==> config.mk <==
export PLATFORM = sky130hd
export DESIGN_NAME = serial_frame_receiver_crc16
export DESIGN_NICKNAME = d
export VERILOG_FILES = /design/src/hdl/sfrc_pkg.sv /design/src/hdl/sfrc_cfg_regs.sv /design/src/hdl/sfrc_parser.sv /design/src/hdl/sfrc_out_buf.sv /design/src/hdl/serial_frame_receiver_crc16.sv
export SDC_FILE = /design/constraint.sdc
export NUM_CORES = 1
export LEC_CHECK = 0
export BUFFER_PORTS_ARGS = -buffer_cell sky130_fd_sc_hd__buf_2
export CORE_UTILIZATION = 45
export CTS_CLUSTER_SIZE = 8
export DETAILED_ROUTE_END_ITERATION = 10
export HOLD_SLACK_MARGIN = 0.06
export PLACE_DENSITY = 0.72
export SLEW_MARGIN = 10
export SYNTH_ARGS = -nofsm -noshare
export SYNTH_HDL_FRONTEND = slang
export SYNTH_SLANG_ARGS = --single-unit
==> constraint.sdc <==
create_clock -name clk -period 7.44 [get_ports clk]
set_clock_uncertainty 0.1 [all_clocks]
set_input_delay 0.744 -clock clk [delete_from_list [all_inputs] [get_ports clk]]
set_output_delay 0.744 -clock clk [all_outputs]
set_load 0.005 [all_outputs]
==> src/hdl/sfrc_pkg.sv <==
// Package for the serial frame receiver with CRC-16 check.
// Holds widths, register indexes, reset values, shared structs and the CRC byte update.
// No dependencies.
package sfrc_pkg;

    localparam int BYTE_W      = 8;
    localparam int MAX_PAYLOAD = 8;
    localparam int LEN_W       = 4;
    localparam int LANE_IDX_W  = $clog2(MAX_PAYLOAD);
    localparam int PAYLOAD_W   = MAX_PAYLOAD * BYTE_W;
    localparam int CRC_W       = 16;

    localparam logic [CRC_W-1:0] CRC_INIT = 16'hFFFF;
    localparam logic [CRC_W-1:0] CRC_POLY = 16'hA001;

    // Configuration register indexes
    localparam int CFG_IDX_W = 2;
    localparam int CFG_DATA_W = 8;
    localparam logic [CFG_IDX_W-1:0] CFG_HEAD_CODE = 2'd0;
    localparam logic [CFG_IDX_W-1:0] CFG_CMD_CODE  = 2'd1;
    localparam logic [CFG_IDX_W-1:0] CFG_DATA_CODE = 2'd2;

    localparam logic [BYTE_W-1:0] HEAD_CODE_RST = 8'hAA;
    localparam logic [BYTE_W-1:0] CMD_CODE_RST  = 8'h01;
    localparam logic [BYTE_W-1:0] DATA_CODE_RST = 8'h02;

    typedef struct packed {
        logic [BYTE_W-1:0] head_code;
        logic [BYTE_W-1:0] command_type_code;
        logic [BYTE_W-1:0] data_type_code;
    } sfrc_cfg_t;

    typedef struct packed {
        logic [BYTE_W-1:0]    frame_kind;
        logic [LEN_W-1:0]     payload_len;
        logic [PAYLOAD_W-1:0] payload_bytes;
    } sfrc_result_t;

    // Reflected CRC-16 update over one byte, bit by bit
    function automatic logic [CRC_W-1:0] crc_feed(input logic [CRC_W-1:0] crc_in,
                                                  input logic [BYTE_W-1:0] data);
        logic [CRC_W-1:0] crc;
        crc = crc_in ^ {{(CRC_W-BYTE_W){1'b0}}, data};
        for (int k = 0; k < BYTE_W; k++)
        begin
            if (crc[0])
                crc = (crc >> 1) ^ CRC_POLY;
            else
                crc = crc >> 1;
        end
        return crc;
    endfunction

endpackage

==> src/hdl/sfrc_cfg_regs.sv <==
// Configuration registers of the frame receiver: head, command and data type codes.
// Depends on sfrc_pkg.
module sfrc_cfg_regs (
    input  logic                               clk,
    input  logic                               rst_n,
    input  logic                               cfg_we,
    input  logic [sfrc_pkg::CFG_IDX_W-1:0]     cfg_index,
    input  logic [sfrc_pkg::CFG_DATA_W-1:0]    cfg_data,
    output sfrc_pkg::sfrc_cfg_t                cfg
);
    import sfrc_pkg::*;

    sfrc_cfg_t cfg_reg;
    sfrc_cfg_t cfg_next;

    // Decode the write; unknown indexes are dropped
    always_comb
    begin
        cfg_next = cfg_reg;
        if (cfg_we)
        begin
            case (cfg_index)
                CFG_HEAD_CODE: cfg_next.head_code         = cfg_data;
                CFG_CMD_CODE:  cfg_next.command_type_code = cfg_data;
                CFG_DATA_CODE: cfg_next.data_type_code    = cfg_data;
                default:       cfg_next = cfg_reg;
            endcase
        end
    end

    always_ff @(posedge clk or negedge rst_n)
    begin
        if (!rst_n)
        begin
            cfg_reg.head_code         <= HEAD_CODE_RST;
            cfg_reg.command_type_code <= CMD_CODE_RST;
            cfg_reg.data_type_code    <= DATA_CODE_RST;
        end
        else
        begin
            cfg_reg <= cfg_next;
        end
    end

    assign cfg = cfg_reg;

endmodule

==> src/hdl/sfrc_parser.sv <==
// Frame parser: phase sequencer, payload lanes and running CRC-16.
// Flags a result combinationally on the CRC low byte when the CRC matches. Depends on sfrc_pkg.
module sfrc_parser (
    input  logic                         clk,
    input  logic                         rst_n,
    input  logic                         byte_take,
    input  logic [sfrc_pkg::BYTE_W-1:0]  rx_byte,
    input  sfrc_pkg::sfrc_cfg_t          cfg,
    output logic                         res_valid,
    output sfrc_pkg::sfrc_result_t       res
);
    import sfrc_pkg::*;

    localparam logic [2:0] PH_IDLE  = 3'd0;
    localparam logic [2:0] PH_TYPE  = 3'd1;
    localparam logic [2:0] PH_LEN_H = 3'd2;
    localparam logic [2:0] PH_LEN_L = 3'd3;
    localparam logic [2:0] PH_DATA  = 3'd4;
    localparam logic [2:0] PH_CRC_H = 3'd5;
    localparam logic [2:0] PH_CRC_L = 3'd6;
    localparam logic [2:0] PH_TAIL  = 3'd7;

    logic [2:0]        phase_reg,   phase_next;
    logic [LEN_W-1:0]  count_reg,   count_next;
    logic [BYTE_W-1:0] len_hi_reg,  len_hi_next;
    logic [LEN_W-1:0]  len_reg,     len_next;
    logic [BYTE_W-1:0] kind_reg,    kind_next;
    logic [CRC_W-1:0]  crc_reg,     crc_next;
    logic [BYTE_W-1:0] crc_hi_reg,  crc_hi_next;
    logic [BYTE_W-1:0] store_reg [MAX_PAYLOAD];

    logic [LEN_W-1:0]  count_inc;
    logic              len_too_big;
    logic              store_we;

    assign count_inc   = count_reg + LEN_W'(1);
    assign len_too_big = (len_hi_reg != '0) || (rx_byte > BYTE_W'(MAX_PAYLOAD));
    assign store_we    = byte_take && (phase_reg == PH_DATA);

    // Advance the phase sequencer on each accepted word
    always_comb
    begin
        phase_next  = phase_reg;
        count_next  = count_reg;
        len_hi_next = len_hi_reg;
        len_next    = len_reg;
        kind_next   = kind_reg;
        crc_next    = crc_reg;
        crc_hi_next = crc_hi_reg;
        res_valid   = 1'b0;
        if (byte_take)
        begin
            case (phase_reg)
                PH_IDLE:
                begin
                    if (rx_byte == cfg.head_code)
                    begin
                        phase_next = PH_TYPE;
                        count_next = '0;
                        crc_next   = CRC_INIT;
                    end
                end
                PH_TYPE:
                begin
                    if ((rx_byte == cfg.command_type_code) || (rx_byte == cfg.data_type_code))
                    begin
                        kind_next  = rx_byte;
                        phase_next = PH_LEN_H;
                    end
                    else
                    begin
                        phase_next = PH_IDLE;
                    end
                end
                PH_LEN_H:
                begin
                    len_hi_next = rx_byte;
                    phase_next  = PH_LEN_L;
                end
                PH_LEN_L:
                begin
                    len_next = rx_byte[LEN_W-1:0];
                    if (len_too_big)
                        phase_next = PH_IDLE;
                    else if (rx_byte == '0)
                        phase_next = PH_CRC_H;
                    else
                        phase_next = PH_DATA;
                end
                PH_DATA:
                begin
                    crc_next   = crc_feed(crc_reg, rx_byte);
                    count_next = count_inc;
                    if (count_inc >= len_reg)
                        phase_next = PH_CRC_H;
                end
                PH_CRC_H:
                begin
                    crc_hi_next = rx_byte;
                    phase_next  = PH_CRC_L;
                end
                PH_CRC_L:
                begin
                    res_valid  = ({crc_hi_reg, rx_byte} == crc_reg);
                    phase_next = PH_TAIL;
                end
                PH_TAIL:
                begin
                    phase_next = PH_IDLE;
                end
                default:
                begin
                    phase_next = PH_IDLE;
                end
            endcase
        end
    end

    // Pack the payload lanes, zero above the frame length
    always_comb
    begin
        res.frame_kind  = kind_reg;
        res.payload_len = len_reg;
        for (int i = 0; i < MAX_PAYLOAD; i++)
        begin
            if (LEN_W'(i) < len_reg)
                res.payload_bytes[i*BYTE_W +: BYTE_W] = store_reg[i];
            else
                res.payload_bytes[i*BYTE_W +: BYTE_W] = '0;
        end
    end

    always_ff @(posedge clk or negedge rst_n)
    begin
        if (!rst_n)
        begin
            phase_reg  <= PH_IDLE;
            count_reg  <= '0;
            len_hi_reg <= '0;
            len_reg    <= '0;
            kind_reg   <= '0;
            crc_reg    <= CRC_INIT;
            crc_hi_reg <= '0;
        end
        else
        begin
            phase_reg  <= phase_next;
            count_reg  <= count_next;
            len_hi_reg <= len_hi_next;
            len_reg    <= len_next;
            kind_reg   <= kind_next;
            crc_reg    <= crc_next;
            crc_hi_reg <= crc_hi_next;
        end
    end

    // Write the payload lane picked by the byte count
    always_ff @(posedge clk)
    begin
        if (store_we)
            store_reg[count_reg[LANE_IDX_W-1:0]] <= rx_byte;
    end

endmodule

==> src/hdl/sfrc_out_buf.sv <==
// Result register with one skid entry for the frame receiver output channel.
// Depends on sfrc_pkg.
module sfrc_out_buf (
    input  logic                    clk,
    input  logic                    rst_n,
    input  logic                    res_valid,
    input  sfrc_pkg::sfrc_result_t  res,
    output logic                    full,
    output logic                    out_valid,
    input  logic                    out_stall,
    output sfrc_pkg::sfrc_result_t  out_word
);
    import sfrc_pkg::*;

    logic         out_valid_reg,  out_valid_next;
    logic         skid_valid_reg, skid_valid_next;
    sfrc_result_t out_reg,        out_next;
    sfrc_result_t skid_reg,       skid_next;
    logic         out_fire;

    assign out_fire = out_valid_reg && !out_stall;

    // Move the skid entry forward first, else load or park a new result, else clear valid once taken
    always_comb
    begin
        out_valid_next  = out_valid_reg;
        skid_valid_next = skid_valid_reg;
        out_next        = out_reg;
        skid_next       = skid_reg;
        if (skid_valid_reg)
        begin
            if (out_fire)
            begin
                out_next        = skid_reg;
                skid_valid_next = 1'b0;
            end
        end
        else if (res_valid)
        begin
            if (!out_valid_reg || out_fire)
            begin
                out_next       = res;
                out_valid_next = 1'b1;
            end
            else
            begin
                skid_next       = res;
                skid_valid_next = 1'b1;
            end
        end
        else if (out_fire)
        begin
            out_valid_next = 1'b0;
        end
    end

    always_ff @(posedge clk or negedge rst_n)
    begin
        if (!rst_n)
        begin
            out_valid_reg  <= 1'b0;
            skid_valid_reg <= 1'b0;
        end
        else
        begin
            out_valid_reg  <= out_valid_next;
            skid_valid_reg <= skid_valid_next;
        end
    end

    always_ff @(posedge clk)
    begin
        out_reg  <= out_next;
        skid_reg <= skid_next;
    end

    assign full      = skid_valid_reg;
    assign out_valid = out_valid_reg;
    assign out_word  = out_reg;

endmodule

==> src/hdl/serial_frame_receiver_crc16.sv <==
// Serial frame receiver with CRC-16 check: top level.
// Instantiates sfrc_cfg_regs, sfrc_parser and sfrc_out_buf; depends on sfrc_pkg.
//
// Usage:
//   Input channel: one received word (rx_byte) per handshake, taken on a rising
//   edge with in_valid high and in_stall low. Frames are head, type, 16-bit
//   length, 0..8 payload words, 16-bit CRC (reflected CRC-16, poly 0xA001,
//   start 0xFFFF, over the payload) and a tail word that is always consumed.
//   Output channel: one word per good frame (frame_kind, payload_len,
//   payload_bytes), taken with out_valid high and out_stall low.
//   Throughput: one input word per cycle while in_stall is low; the parser
//   updates state and CRC in the same cycle a word is taken.
//   Result: registered into the output register, or into the skid entry if
//   the output is still held, as the CRC low word is taken.
//   Stall: a result register plus one skid entry hold pending results; in_stall
//   rises only while the skid entry is occupied.
//   Reset: parser to idle, CRC to 0xFFFF, output empty, configuration codes to
//   head 0xAA, command 0x01, data 0x02. Configuration writes via cfg_we take
//   effect from the next word.
module serial_frame_receiver_crc16 (
    input  logic                                 clk,
    input  logic                                 rst_n,
    input  logic                                 cfg_we,
    input  logic [sfrc_pkg::CFG_IDX_W-1:0]       cfg_index,
    input  logic [sfrc_pkg::CFG_DATA_W-1:0]      cfg_data,
    input  logic                                 in_valid,
    output logic                                 in_stall,
    input  logic [sfrc_pkg::BYTE_W-1:0]          rx_byte,
    output logic                                 out_valid,
    input  logic                                 out_stall,
    output logic [sfrc_pkg::BYTE_W-1:0]          frame_kind,
    output logic [sfrc_pkg::LEN_W-1:0]           payload_len,
    output logic [sfrc_pkg::PAYLOAD_W-1:0]       payload_bytes
);
    import sfrc_pkg::*;

    sfrc_cfg_t    cfg;
    sfrc_result_t res;
    sfrc_result_t out_word;
    logic         res_valid;
    logic         buf_full;
    logic         byte_take;

    // Take a word whenever the skid entry is free
    assign in_stall  = buf_full;
    assign byte_take = in_valid && !buf_full;

    sfrc_cfg_regs u_cfg (
        .clk       (clk),
        .rst_n     (rst_n),
        .cfg_we    (cfg_we),
        .cfg_index (cfg_index),
        .cfg_data  (cfg_data),
        .cfg       (cfg)
    );

    sfrc_parser u_parser (
        .clk       (clk),
        .rst_n     (rst_n),
        .byte_take (byte_take),
        .rx_byte   (rx_byte),
        .cfg       (cfg),
        .res_valid (res_valid),
        .res       (res)
    );

    sfrc_out_buf u_out (
        .clk       (clk),
        .rst_n     (rst_n),
        .res_valid (res_valid),
        .res       (res),
        .full      (buf_full),
        .out_valid (out_valid),
        .out_stall (out_stall),
        .out_word  (out_word)
    );

    assign frame_kind    = out_word.frame_kind;
    assign payload_len   = out_word.payload_len;
    assign payload_bytes = out_word.payload_bytes;

endmodule

==> results of run 1 <==
[power groups by stage]
stage	registers, mW	logic [mW]	clock network (mW)
4_1_cts	1.86	0.277	1.76
6_report	1.86	0.275	1.72
3_5_place_dp	1.89	0.273	0
2_1_floorplan	1.87	0.215	0
3_3_place_gp	1.89	0.269	0
5_1_grt	1.87	0.305	1.83
[critical path, cell delays in order, from the launching register on]
cell and delay, ns:
dfrtp_4 0.79, nor2b_1 0.39, nand2b_1 0.15, nor4_1 0.29, nand4_1 0.32, nor2_4 0.81
buf_4 0.64
[Yosys cell counts, types with 3 or more instances]
library cell	number	area, um2
buf_2	4	20.0
nand4_1	3	18.8
dfrtp_1	55	1380
ha_1	8	100
edfxtp_1	216	6490
inv_1	8	30.0
buf_4	4	30.0
clkbuf_1	16	60.1
dfstp_2	22	578
a21oi_1	11	55.1
mux2_2	123	1390
and2_1	48	300
o21ai_0	14	70.1
o22a_1	8	70.1
xnor2_1	16	140
nand3_1	7	35.0
nand2b_1	3	18.8
nor2_1	20	75.1
nor3_1	9	45.0
xor2_1	33	289
nand2_1	28	105
nor4_1	10	62.6
nor2b_1	18	113
[area by class of cell]
cell class / count / area share
sequential: 293 / 0.610
multi-input combinational: 384 / 0.230
clock buffer: 73 / 0.0843
timing repair buffer: 108 / 0.0405
tap: 330 / 0.0298
clock inverter: 3 / 0.00298
inverter: 8 / 0.00217
[cell families after synthesis]
kind of cell | Yosys count
AO/OA/AOI/OAI | 45
XOR/XNOR | 54
adder cells (fa/ha/maj) | 8
buffers and inverters | 34
flip-flops | 293
multiplexers | 123
AND/OR/NAND/NOR | 154
[routing by layer]
layer	track usage	up-vias	share of wire
met1	0.242	3074	0.46
met4	0.0720	0	0.031
met3	0.0316	47	0.052
met2	0.275	177	0.46
met5	0	-	0
li1	-	2882	-
[how the worst min path moves through the flow]
stage	start	end	slack, ns	cells after the start
floorplan	u_parser.kind_reg[0]$_DFFE_PN0P_	u_out.skid_reg[68]$_DFFE_PP_	0.34	0
global placement	u_parser.kind_reg[6]$_DFFE_PN0P_	u_out.skid_reg[74]$_DFFE_PP_	0.35	0
detailed placement	u_parser.kind_reg[6]$_DFFE_PN0P_	u_out.skid_reg[74]$_DFFE_PP_	0.36	0
CTS	cfg_data[4]	u_cfg.cfg[20]$_DFFE_PN0P_	0.36	2
global route	cfg_data[4]	u_cfg.cfg[4]$_DFFE_PN0P_	0.37	2
finish	rst_n	u_cfg.cfg[11]$_DFFE_PN0P_	0.35	2
[stage by stage]
stage | utilization | cell area [um2] | worst slack [ns]
after floorplan | - | 11800 | 1.65
after global placement | 0.497 | 12600 | 3.46
after detailed placement | 0.497 | 12600 | 3.37
after CTS | 0.545 | 13800 | 3.42
after global routing | 0.545 | 13800 | 3.20
final | 0.545 | 13800 | 3.53
==> flow_summary.ini, run 1 <==
[power_and_ir_drop]
p_switching_mw = 0.862
peakVddDrop_mv = 0.198
p_sw_frac = 0.223
combPwrFrac = 0.071
cellInternalPower_mw = 3.00
pwr-share-seq = 0.483
power_density_mw_per_mm2 = 279
clock_power_share = 0.446
p_leak_nw = 5.05
power_mw = 3.86

[route]
routed_wirelength_um = 22400
wire_per_inst_um = 18.7
via_count = 6180
viasPerCell = 5.15
drt_iter0_drc = 419
ant_nets = 0
drc = 0
dr.pass1.iters = 5

[yosys]
synth-edff-count = 216
synth-xor-area-share = 0.0453
synth_top_family_by_area = multiplexers
syn_area_mm2 = 0.0118
synth_compound_area_frac = 0.0249
synth-simple-area-share = 0.0725
synth_cells = 711
synthArstFlopShare = 0.263
yosys.area_share.adder = 0.00851
synthFlopType = edfxtp_1
ys_ff_latch = 293
muxShareOfSynthArea = 0.118
ys_warn_count = 0
synth_cell_type_count = 45
ys_seq_area_frac = 0.717
syn_avg_cell_area_um2 = 16.6
syn-num-nets = 742

[die]
fp.dieArea_mm2 = 0.0268
core_area_mm2 = 0.0254
io_pins = 101
initial_core_util = 0.463
fp-row-count = 58
die_h_um = 164
die_w_um = 164

[global_route]
grt_max_degree = 86
antenna_found_initial = 0
first_global_vias = 6490
grt-ovfl-total = 0
grt_pass1_wl_um = 35900
grt.total_usage = 0.175

[clock_network]
cts_tree = done
cts_made_buffers = 42
cts_resized = 0
cts.clk_slew.worst_paths_ns = 0.05
postCtsSetupBuffers = 0
clk_latency_ns = 0.52
cts_root_buf = clkbuf_16
cts_hold_buffers = 0
h-tree-depth = 2
clk_path_buf_depth = 3
clock-sinks = 293

[sta]
rsz0062_at_grt = no
finalMaxSlewViolations = 0
min_period_over_period = 0.526
fmaxAchievable_ghz = 0.255
worst_slew_pin_slew_ns = 1.18
whs_ns = 0.346
setup_viol = 0
finalCriticalPeriod_ns = 3.91
relSlewSlack = 0.206
tns_ns = 0
hold_viol_final = 0

[finish]
instances_no_fill = 1199
fill_cells = 2037
layout-drive-gt1-share = 0.357
num_antenna_cells = 0
area_growth_pct = 17.6
seqCellArea_mm2 = 0.00844
nets = 868
mostFrequentLayoutCells = edfxtp_1, mux2_2, buf_2
multiInputGateArea_mm2 = 0.00319
layout_commonest_cell = edfxtp_1

[worst_setup_path]
cp-startpoint = u_out.full$_DFF_PN0_
critPathMaxFanout = 85
cp.required_ns = 7.50
reg2reg_from = u_out.full$_DFF_PN0_
crit_end = u_out.skid_reg[74]$_DFFE_PP_
cp.arrival_ns = 3.97
cp-start-kind = register
end_kind = register
reg2reg_to = u_out.skid_reg[74]$_DFFE_PP_
path_class = reg2reg
reg2reg_depth = 6
r2r_slack_ns = 3.53

[place]
dp.cells = 1123
place_congestion = 0.830
port_buffers = 100
hpwl_um = 13800

[run]
drv_cap = 0

[min_path]
hold_class = in2async

[run_status]
outcome = finished clean
(Power assumes the default switching activity.)
==> run 2, diff against run 1 <==
- PLACE_DENSITY: 0.72 -> 0.7
- clock period: 7.44 -> 3.76 ns (I/O delays scaled with it)
==> run 2 against run 1 <==
Effect of this change: sequential share of layout area down 0.75 points; count of clock-buffer cells in the layout fell by 17; register-to-register slack worse by 2.6 ns; maximum frequency is 40% higher; first-iteration DRC count fell by 7.2%; non-clock buffer count is 22 higher; critical path depth stayed put; worst hold slack worse by 0.16 ns; worst setup slack worse by 2.6 ns; combinational power grew 100%; critical endpoint is now u_out.skid_reg[69]$_DFFE_PP_; highest routed layer unchanged.
==> flow_summary.ini, run 2 (same netlist as run 1, synthesis figures left out) <==
[clock_network]
h-tree-depth = 2
clk_path_buf_depth = 3
cts_tree = done
clock-sinks = 293
cts.clk_slew.worst_paths_ns = 0.05
cts_resized = 0
postCtsSetupBuffers = 0
cts_made_buffers = 42
clk_latency_ns = 0.52
cts_root_buf = clkbuf_16

[finish]
final_area_mm2 = 0.0140
layout-drive-gt1-share = 0.369
instances_no_fill = 1204
fill_cells = 2053
mostFrequentLayoutCells = edfxtp_1, mux2_2, buf_2
layout_commonest_cell = edfxtp_1
nets = 890
area_growth_pct = 19.1

[sta]
min_period_over_period = 0.745
relSlewSlack = 0.273
hold_viol_final = 0
finalCriticalPeriod_ns = 2.80
setup_viol = 0
whs_ns = 0.184
worst_slew_pin_slew_ns = 1.09
finalMaxSlewViolations = 0
fmaxAchievable_ghz = 0.357
tns_ns = 0
rsz0062_at_grt = no

[power_and_ir_drop]
p_leak_nw = 5.14
power_density_mw_per_mm2 = 538
peakVddDrop_mv = 0.298
power_mw = 7.55

[route]
drt_iter0_drc = 389
routed_wirelength_um = 22800
ant_nets = 0
viasPerCell = 5.13
wire_per_inst_um = 18.9
dr.pass1.iters = 4
drc = 0
via_count = 6179

[place]
hpwl_um = 14300
place_area_mm2 = 0.0128
dp.cells = 1135
port_buffers = 100
place_congestion = 0.786

[die]
core_area_mm2 = 0.0254
initial_core_util = 0.463
fp-row-count = 58
io_pins = 101
fp.dieArea_mm2 = 0.0268
die_h_um = 164
die_w_um = 164

[worst_setup_path]
cp.required_ns = 3.87
end_kind = register
path_class = reg2reg
critPathMaxFanout = 35
cp.arrival_ns = 2.91
cp-start-kind = register

[min_path]
hold_class = in2reg

[global_route]
first_global_vias = 6448
antenna_found_initial = 1
grt_pass1_wl_um = 36200
grt_max_degree = 84
grt-ovfl-total = 0
grt.total_usage = 0.177

[run]
drv_cap = 0

[run_status]
outcome = finished clean
==> run 2: changes by cell type in the layout (fill, tap and decap cells not counted), sizes merged <==
cell	delta
dlygate4sd3	+10
clkinv	-1
buf	+12
clkbuf	-17
diode	+1
==> run 2: worst paths after layout <==
| path | startpoint | endpoint | slack [ns] | cells after the start |
|---|---|---|---|---|
| setup reg to reg | u_out.full$_DFF_PN0_ | u_out.skid_reg[69]$_DFFE_PP_ | 0.96 | 6 |
| hold reg to reg | u_parser.kind_reg[3]$_DFFE_PN0P_ | u_out.skid_reg[71]$_DFFE_PP_ | 0.37 | 0 |
| setup / recovery | u_out.full$_DFF_PN0_ | u_out.skid_reg[69]$_DFFE_PP_ | 0.96 | 6 |
| min in group asynchronous | rst_n | u_cfg.cfg[2]$_DFFE_PN0P_ | 0.38 | 2 |
| max in group asynchronous | rst_n | u_parser.crc_reg[12]$_DFFE_PN1P_ | 2.30 | 3 |
| hold / removal | in_valid | u_parser.phase_reg[2]$_DFFE_PN0P_ | 0.18 | 4 |
==> run 2: power by group <==
part | internal (mW) | total [mW] | switching (mW) | leakage (nW)
registers | 3.59 | 3.69 | 0.0954 | 2.84
logic | 0.259 | 0.550 | 0.291 | 1.74
clock network | 2.04 | 3.31 | 1.27 | 0.557
==> run 2: what timing repair did <==
action                                  in CTS  in global routing
hold buffers                                10                  0
endpoints found under the hold margin       53                  0
endpoints found under the setup margin       0                  0
==> run 2: cell type report <==
class,count,area [um2],area share
flip-flops and latches,293,8440,0.602
multi-input cells,384,3190,0.227
clock buffers,56,1110,0.0795
repair buffers,130,788,0.0562
well taps,330,413,0.0295
clock inverters,2,36.3,0.00259
inverters,8,30.0,0.00214
diodes,1,2.50,0.000179
==> run 2: critical path: stages, from the launching register on <==
cell      delay [ns]
dfrtp_4         0.47
nor2b_1         0.24
nand2b_1        0.15
nor4_1          0.31
nand4_1         0.32
nor2_4          0.58
buf_12          0.29
==> run 2: through the flow <==
step	util	setup WS, ns
after floorplan	-	0.448
after global placement	0.503	0.814
after detailed placement	0.503	0.792
after CTS	0.552	0.945
after global routing	0.552	0.779
final	0.552	0.959
==> run 2: routing by layer <==
| metal | track usage | vias to the layer above | wire [um] |
|---|---|---|---|
| met5 | 0 | - | 0 |
| met4 | 0.0644 | 0 | 515 |
| met3 | 0.0343 | 45 | 1430 |
| met2 | 0.275 | 176 | 10500 |
| met1 | 0.247 | 3050 | 10400 |
| li1 | - | 2908 | - |
==> run 3, diff against run 2 <==
- ABC_AREA: default -> 1
- PLACE_DENSITY: 0.7 -> 0.72
- clock period: 3.76 -> 2.4 ns (I/O delays scaled with it)
==> run 3 against run 2 <==
Effect of this change: the run now ends with DRC, setup timing left; worst setup slack got worse by 1.2 ns; sequential power increased by 76%; combinational power increased to 5.3 times the previous value; final area increased by 6.8%; wire length increased by 24%; critical path depth increased by 5; non-clock buffer count increased by 57; final cell count increased by 36%; highest routed layer unchanged; first-iteration DRC count increased by 100%; clock power increased by 57%; maximum frequency increased by 7.8%.
==> flow_summary.ini, run 3 <==
[yosys]
synth-edff-count = 216
ys_warn_count = 0
synth_cell_type_count = 39
synthArstFlopShare = 0.263
ys_seq_area_frac = 0.700
synth_top_area_share = 0.538
synthFlopType = edfxtp_1
syn-num-nets = 1118
syn_area_mm2 = 0.0121
synthTopCellsByCount = nand2_1, edfxtp_1, inv_1, nor2_1, o21ai_0
synth_area_leaders = edfxtp_1, dfrtp_1, nand2_1, dfstp_2, inv_1
synth_cells = 1087
syn_avg_cell_area_um2 = 11.1
yosysMostFrequentCell = nand2_1
synth_top_area_cell = edfxtp_1
ys_ff_latch = 293

[clock_network]
h-tree-depth = 2
clock-sinks = 293
cts_root_buf = clkbuf_16
cts_made_buffers = 42
clk_latency_ns = 0.53
cts.clk_slew.worst_paths_ns = 0.05
cts_tree = done
clk_path_buf_depth = 3

[route]
ant_nets = 0
viasPerCell = 5.11
routed_wirelength_um = 28300
drc = 12
dr.pass1.iters = 8
via_count = 8345
drt_iter0_drc = 787
wire_per_inst_um = 17.3

[worst_setup_path]
reg2reg_to = u_out.out_word[2]$_DFFE_PP_
critPathMaxFanout = 5
cp-start-kind = register
cp.required_ns = 2.55
path_class = reg2reg
r2r_slack_ns = -0.20
reg2reg_from = u_parser.crc_reg[0]$_DFFE_PN1P_
cp.arrival_ns = 2.75
end_kind = register
reg2reg_depth = 11

[min_path]
holdCritStartpoint = rx_byte[5]
hold_class = in2reg
hold_depth = 4
hold_path_end = u_parser.kind_reg[5]$_DFFE_PN0P_

[run_status]
outcome = finished with violations
failed_checks = DRC, setup timing

[run]
drv_cap = 0

[sta]
min_period_over_period = 1.08
rsz0062_at_grt = yes
relSlewSlack = 0.403
finalMaxSlewViolations = 0
finalCriticalPeriod_ns = 2.60
setup_viol = 152
worst_slew_pin_slew_ns = 0.895
worst_slack_ns = -0.199
hold_viol_final = 0
tns_ns = -13.02
fmaxAchievable_ghz = 0.385

[place]
place_area_mm2 = 0.0133
dp.cells = 1548
place_congestion = 0.898
port_buffers = 100
hpwl_um = 17400

[global_route]
grt_max_degree = 91
antenna_found_initial = 0
grt-ovfl-total = 0
grt.total_usage = 0.208
first_global_vias = 8326
grt_pass1_wl_um = 44300

[die]
fp-row-count = 59
io_pins = 101
die_w_um = 166
die_h_um = 166
core_area_mm2 = 0.0262
initial_core_util = 0.460
fp.dieArea_mm2 = 0.0275

[finish]
mostFrequentLayoutCells = nand2_1, edfxtp_1, inv_1
instances_no_fill = 1634
layout_commonest_cell = nand2_1
final_util = 0.571
final_area_mm2 = 0.0150
num_antenna_cells = 0
nets = 1319
layout-drive-gt1-share = 0.235
area_growth_pct = 24.1

[power_and_ir_drop]
power_density_mw_per_mm2 = 976
p_leak_nw = 6.47
peakVddDrop_mv = 0.518
power_mw = 14.6
==> run 3: where the power goes <==
part | internal (mW) | leakage (nW) | switching (mW)
clock | 3.17 | 0.553 | 2.03
sequential | 6.15 | 2.88 | 0.357
combinational | 1.03 | 3.03 | 1.86
total | 10.4 | 6.47 | 4.25
==> run 3: repair_timing <==
| action | in CTS | in global routing |
|---|---|---|
| hold endpoints to repair | 52 | 0 |
| cloned | 8 | 4 |
| resized for setup | 26 | 18 |
| setup buffers | 7 | 4 |
| endpoints found under the setup margin | 152 | 155 |
| hold buffers | 12 | 0 |
| pin swaps | 3 | 2 |
==> run 3: logic make-up (layout without fill, tap and decap cells) <==
logic type / count (synthesis) / after routing / synth area share
xor+xnor: 26 / 26 / 0.0189
compound gates: 103 / 104 / 0.0497
fa+ha+maj: 8 / 8 / 0.00830
flops: 293 / 293 / 0.700
buf+inv: 162 / 373 / 0.0542
simple gates: 495 / 495 / 0.169
==> run 3: worst max path at each step <==
stage                                               start                      endpoint  cells after the start  slack (ns)
after global routing      u_parser.crc_reg[0]$_DFFE_PN1P_  u_out.skid_reg[71]$_DFFE_PP_                     10       -0.27
after floorplan           u_parser.crc_reg[5]$_DFFE_PN1P_   u_out.skid_reg[0]$_DFFE_PP_                     11       -0.79
after detailed placement  u_parser.crc_reg[0]$_DFFE_PN1P_   u_out.out_word[1]$_DFFE_PP_                      9       -0.19
after CTS                 u_parser.crc_reg[0]$_DFFE_PN1P_  u_out.out_word[47]$_DFFE_PP_                     10       -0.12
after global placement    u_parser.crc_reg[0]$_DFFE_PN1P_  u_out.skid_reg[34]$_DFFE_PP_                      9       -0.14
final                     u_parser.crc_reg[0]$_DFFE_PN1P_   u_out.out_word[2]$_DFFE_PP_                     11       -0.20
==> run 3: final cells by class <==
cell class | instances | area (um2)
Clock buffer | 53 | 1100
Clock inverter | 2 | 36.3
Fill cell | 2042 | 11200
Inverter | 131 | 497
Multi-Input combinational cell | 633 | 3080
Sequential cell | 293 | 8440
Tap cell | 335 | 419
Timing Repair Buffer | 187 | 1390
==> run 3: critical path, cell delays in order, from the launching register on <==
cell and delay (ns):
dfstp_2 0.55, xnor2_2 0.12, ha_2 0.26, nand2_2 0.06
nor3_2 0.15, nand2_1 0.09, nor4_2 0.16, nand4_1 0.15
buf_6 0.17, o31ai_4 0.14, buf_6 0.23, buf_16 0.12
==> run 3: routing by layer <==
| metal | part of all wire | routed length, um | track usage | vias up |
|---|---|---|---|---|
| met2 | 0.50 | 14100 | 0.360 | 316 |
| li1 | - | - | - | 3977 |
| met4 | 0.037 | 1040 | 0.0922 | 0 |
| met1 | 0.41 | 11500 | 0.261 | 3979 |
| met5 | 0 | 0 | 0 | - |
| met3 | 0.060 | 1700 | 0.0312 | 73 |
==> run 3: stage by stage <==
step / hold slack, ns / worst slack (ns)
after CTS: 0.0612 / -0.115
after global placement: 0.223 / -0.138
after floorplan: -0.156 / -0.789
after global routing: 0.0628 / -0.267
after detailed placement: 0.230 / -0.190
final: 0.0660 / -0.199
